<file path="src/rtl/trm_pkg.sv">
// ----------------------------------------------------------------------------
// trm_pkg
// Widths, status codes and reset values shared by the two-ray midpoint
// triangulation core and its sub-units.
// ----------------------------------------------------------------------------
package trm_pkg;

  // digit width of the pipelined multipliers
  localparam int MUL_DIGIT_W = 8;

  // port field widths
  localparam int CW  = 34;             // centre and result coordinates
  localparam int DW  = 32;             // direction components, Q1.30
  localparam int MDW = 40;             // min_denominator register
  localparam int SW  = 2;              // status

  // internal widths
  localparam int WW   = CW + 1;        // c1 - c2 and c1 + c2
  localparam int PW1  = WW + DW;       // dot-product terms
  localparam int ABCW = 2 * DW + 2;    // d1.d1, d1.d2, d2.d2
  localparam int DEW  = PW1 + 3;       // d1.w, d2.w
  localparam int PW2  = DEW + ABCW;    // second-level products
  localparam int NW2  = PW2 + 1;       // determinant and numerators
  localparam int PW3  = NW2 + WW;      // third-level products
  localparam int MW   = PW3 + 2;       // scaled midpoint and gap vectors
  localparam int XW   = MW + 1;        // divider numerators
  localparam int DVW  = NW2 + 1;       // divider divisor, twice the determinant
  localparam int QB   = CW;            // quotient bits
  localparam int VW   = 165;           // gap component once known to be in range
  localparam int SQW  = 2 * VW;        // squared gap component
  localparam int KS   = (SQW + 2) / 2; // square root result bits
  localparam int THR_SHIFT = 60;       // register scale to determinant scale

  localparam logic [MDW-1:0] MIN_DEN_RST = MDW'(11529);

  // result status codes
  typedef enum logic [SW-1:0] {
    ST_OK     = 2'd0,
    ST_DEGEN  = 2'd1,
    ST_BEHIND = 2'd2,
    ST_OVF    = 2'd3
  } status_t;

endpackage

</file>
<file path="src/rtl/trm_mul.sv">
// ----------------------------------------------------------------------------
// trm_mul
// Pipelined signed multiplier, one digit of operand b per stage.
// ----------------------------------------------------------------------------
module trm_mul #(
  parameter int WA      = 32,
  parameter int WB      = 32,
  parameter int DIGIT_W = trm_pkg::MUL_DIGIT_W
) (
  input  logic                    clk,
  input  logic                    en,
  input  logic signed [WA-1:0]    a,
  input  logic signed [WB-1:0]    b,
  output logic signed [WA+WB-1:0] p
);

  localparam int WP  = WA + WB;
  localparam int NS  = (WB + DIGIT_W - 1) / DIGIT_W;
  localparam int WBX = NS * DIGIT_W;

  logic signed [WA-1:0]  a_q   [NS];
  logic signed [WBX-1:0] b_q   [NS];
  logic signed [WP-1:0]  acc_q [NS];
  logic signed [WBX-1:0] b_ext;

  assign b_ext = WBX'(b);

  for (genvar s = 0; s < NS; s++) begin : g_stage
    logic signed [WA-1:0]      a_in;
    logic signed [WBX-1:0]     b_in;
    logic signed [WP-1:0]      acc_in;
    logic signed [DIGIT_W:0]   dig;
    logic signed [WA+DIGIT_W:0] pp;

    if (s == 0) begin : g_first
      assign a_in   = a;
      assign b_in   = b_ext;
      assign acc_in = '0;
    end else begin : g_next
      assign a_in   = a_q[s-1];
      assign b_in   = b_q[s-1];
      assign acc_in = acc_q[s-1];
    end

    // lower digits unsigned, top digit carries the sign
    assign dig = {(s == NS - 1) ? b_in[WBX-1] : 1'b0, b_in[s*DIGIT_W +: DIGIT_W]};
    assign pp  = a_in * dig;

    // accumulate the weighted partial product
    always_ff @(posedge clk) begin
      if (en) begin
        a_q[s]   <= a_in;
        b_q[s]   <= b_in;
        acc_q[s] <= acc_in + (WP'(pp) <<< (s * DIGIT_W));
      end
    end
  end

  assign p = acc_q[NS-1];

endmodule

</file>
<file path="config.mk">
export PLATFORM = sky130hd
export DESIGN_NAME = trm_mul
export DESIGN_NICKNAME = d
export VERILOG_FILES = /design/src/rtl/trm_pkg.sv /design/src/rtl/trm_mul.sv
export SDC_FILE = /design/constraint.sdc
export NUM_CORES = 2
export LEC_CHECK = 0
export BUFFER_PORTS_ARGS = -buffer_cell sky130_fd_sc_hd__clkbuf_2
export CAP_MARGIN = 20
export CORE_ASPECT_RATIO = 1.4
export CORE_MARGIN = 4
export CORE_UTILIZATION = 30
export CTS_CLUSTER_SIZE = 24
export DETAILED_ROUTE_END_ITERATION = 16
export GPL_TIMING_DRIVEN = 0
export SYNTH_ARGS = -nofsm -noshare
export SYNTH_HDL_FRONTEND = slang
export SYNTH_SLANG_ARGS = --single-unit
</file>
<file path="constraint.sdc">
create_clock -name clk -period 9.64 [get_ports clk]
set_input_delay 0.482 -clock clk [delete_from_list [all_inputs] [get_ports clk]]
set_output_delay 0.482 -clock clk [all_outputs]
set_load 0.02 [all_outputs]
</file>
==> flow_summary.json <==
{
  "ys.flop_type": "edfxtp_1",
  "drv_cap": 0,
  "grt_usage_pct": 14.3,
  "vias": 36700,
  "overflow": 0,
  "clkSlewWorstSetupHoldPaths_ps": 60,
  "synth_edf_count": 377,
  "fill_cells": 17900,
  "rsz0062_at_grt": "no",
  "die_w_um": 363,
  "yosysUniqueCellTypes": 82,
  "yosysMostFrequentCell": "inv_1",
  "fmax_mhz": 113,
  "port_buffers": 129,
  "hold_viol": 0,
  "dr.first_iter.drc_count": 1363,
  "grt_pass1_wl_um": 209000,
  "cpPeakStageDelay_ps": 720,
  "final_antenna_net_count": 0,
  "dpl_worst_slack_ps": 799,
  "maxSlewViolCount": 0,
  "place_congestion": 0.873,
  "worstPathArrival_ps": 9190,
  "core_area_um2": 176000,
  "clock-sinks": 377,
  "fin_crit_sh_pct": 91.4,
  "tritoncts": "yes",
  "ys_async_sr_fraction_pct": 0,
  "layout_setup_ws_ps": 829,
  "slowest_stage": "clkbuf_1",
  "remaining_drc_errors": 0,
  "min_path_type": "input pin to register",
  "finClkSkew_ps": 24.9,
  "grt_max_degree": 112,
  "synthesis.instances": 5406,
  "ys_top_cells_by_area": "fa_1 (30%), edfxtp_1 (21%), ha_1 (11%)",
  "synth_top_area_share_pct": 30.1,
  "placedCellCount": 7838,
  "clk_path_buf_depth": 3,
  "instances_no_fill": 7935,
  "max_slew_margin_pct": 37.6,
  "synth_nets": 6718,
  "io_pins": 130,
  "die_h_um": 505,
  "antenna_found_initial": 2,
  "start_kind": "register",
  "yosysTopAreaCell": "fa_1",
  "wl_per_cell_um": 16.4,
  "syn_area_per_cell_um2": 9.79,
  "setup_viol": 0,
  "dp_hpwl_um": 112000,
  "drive_gt1_share_pct": 4.49,
  "path_class": "register to register",
  "post_cts.repair.setup_buffers": 0,
  "end_kind": "register",
  "first_global_vias": 39900,
  "yosysWarnings": 0,
  "yosys-top-cells-count": "inv_1 (1079), fa_1 (796), and2_1 (656), nand2_1 (458), ha_1 (450)",
  "netlist_area_um2": 52900,
  "area_growth_pct": 9.92,
  "hold_buffers": 12,
  "worstPathRequired_ps": 10010,
  "multiInputGateArea_um2": 37100,
  "clk_latency_ps": 640,
  "stdcell_area_um2": 58200,
  "cts_buffers": 47,
  "outcome": "completed",
  "start_util_pct": 30.2,
  "htreeDepth": 2,
  "synth-seq-cells": 377,
  "drt-total-wl_um": 130000,
  "num-nets-final": 6911,
  "seq_area_um2": 11300,
  "final.setup.tns_ps": 0,
  "worstMarginPinSlew_ps": 930,
  "placed_cell_area_um2": 56600,
  "dr.pass1.iters": 5,
  "fp-row-count": 182,
  "ys_seq_area_share_pct": 21.4,
  "viasPerCell": 4.62,
  "min_period_ps": 8810,
  "cts_root_buf": "clkbuf_16",
  "cp_max_fo": 10,
  "cp_common_cell": "a21oi_1",
  "cts_resized": 0,
  "dieArea_um2": 183000
}
## area by class of cell
| class | count | area share [%] |
|---|---|---|
| sequential | 377 | 19.5 |
| antenna | 1 | 0.00430 |
| timing repair buffer | 144 | 1.47 |
| buffer | 134 | 0.867 |
| multi-input combinational | 3816 | 63.7 |
| clock buffer | 50 | 2.04 |
| clock inverter | 34 | 0.561 |
| inverter | 1079 | 6.96 |
| tap | 2300 | 4.95 |
## flip-flops by register name, indices dropped and copies added, names as in the netlist
name	cells
a_q	96
acc_q	233
b_q	48
## worst max-delay path: cells and delay by family, from the launching register on
kind | cells | cell delay (ps)
AOI/OAI and AO/OA | 16 | 3600
adders and majority gates | 6 | 2440
DFF | 1 | 700
buffers and inverters | 5 | 1090
xor gates and xnor gates | 3 | 480
and+or+nand+nor | 2 | 210
## cells by family (layout without fill, tap and decap cells)
| family | after synthesis | after routing | synth area share [%] |
|---|---|---|---|
| buf+inv | 1213 | 1441 | 8.60 |
| other cells | 0 | 1 | 0 |
| simple gates | 1505 | 1505 | 14.8 |
| compound gates | 801 | 801 | 10.0 |
| flops | 377 | 377 | 21.4 |
| xor+xnor | 259 | 259 | 4.30 |
| fa+ha+maj | 1246 | 1246 | 40.7 |
| mux | 5 | 5 | 0.104 |
## cells in the final DEF (no fill, tap or decap), types with 54 or more instances in the layout
master    synthesis  final
a21o_1          142    142
a21oi_1         262    262
and2_1          656    656
clkbuf_1        132    135
clkbuf_2          0    128
edfxtp_1        377    377
fa_1            796    796
ha_1            450    450
inv_1          1079   1079
nand2_1         458    458
nand2b_1         54     54
nor2_1          146    146
o21ai_0         120    120
xnor2_1         193    193
xor2_1           65     65
## layer usage
| metal | routed length, µm | part of all wire [%] | up-vias | GRT usage (%) |
|---|---|---|---|---|
| li1 | - | - | 17600 | - |
| met1 | 53100 | 41 | 18200 | 16.7 |
| met2 | 66000 | 51 | 606 | 26.2 |
| met3 | 3540 | 2.7 | 264 | 1.20 |
| met4 | 7340 | 5.6 | 0 | 6.99 |
| met5 | 0 | 0 | - | 0 |
## path summary, 6_finish.rpt
kind,slack (ps),to,depth (start not counted),from
worst max-delay path,830,acc_q[3][63],32,b_q[2][28]
worst max register to register,830,acc_q[3][63],32,b_q[2][28]
worst min-delay path,60,b_q[0][28],1,b[28]
worst min register to register,420,acc_q[3][21],0,acc_q[2][21]
## per-stage QoR
step,hold slack (ps),util [%]
3_3_place_gp,402,32.2
2_1_floorplan,400,-
4_1_cts,8.50,33.1
3_5_place_dp,405,32.2
6_report,59.6,33.1
5_1_grt,32.1,33.1
Power is not shown: default switching activity piles up to over one toggle a cycle in this logic, so the estimate is an artifact.
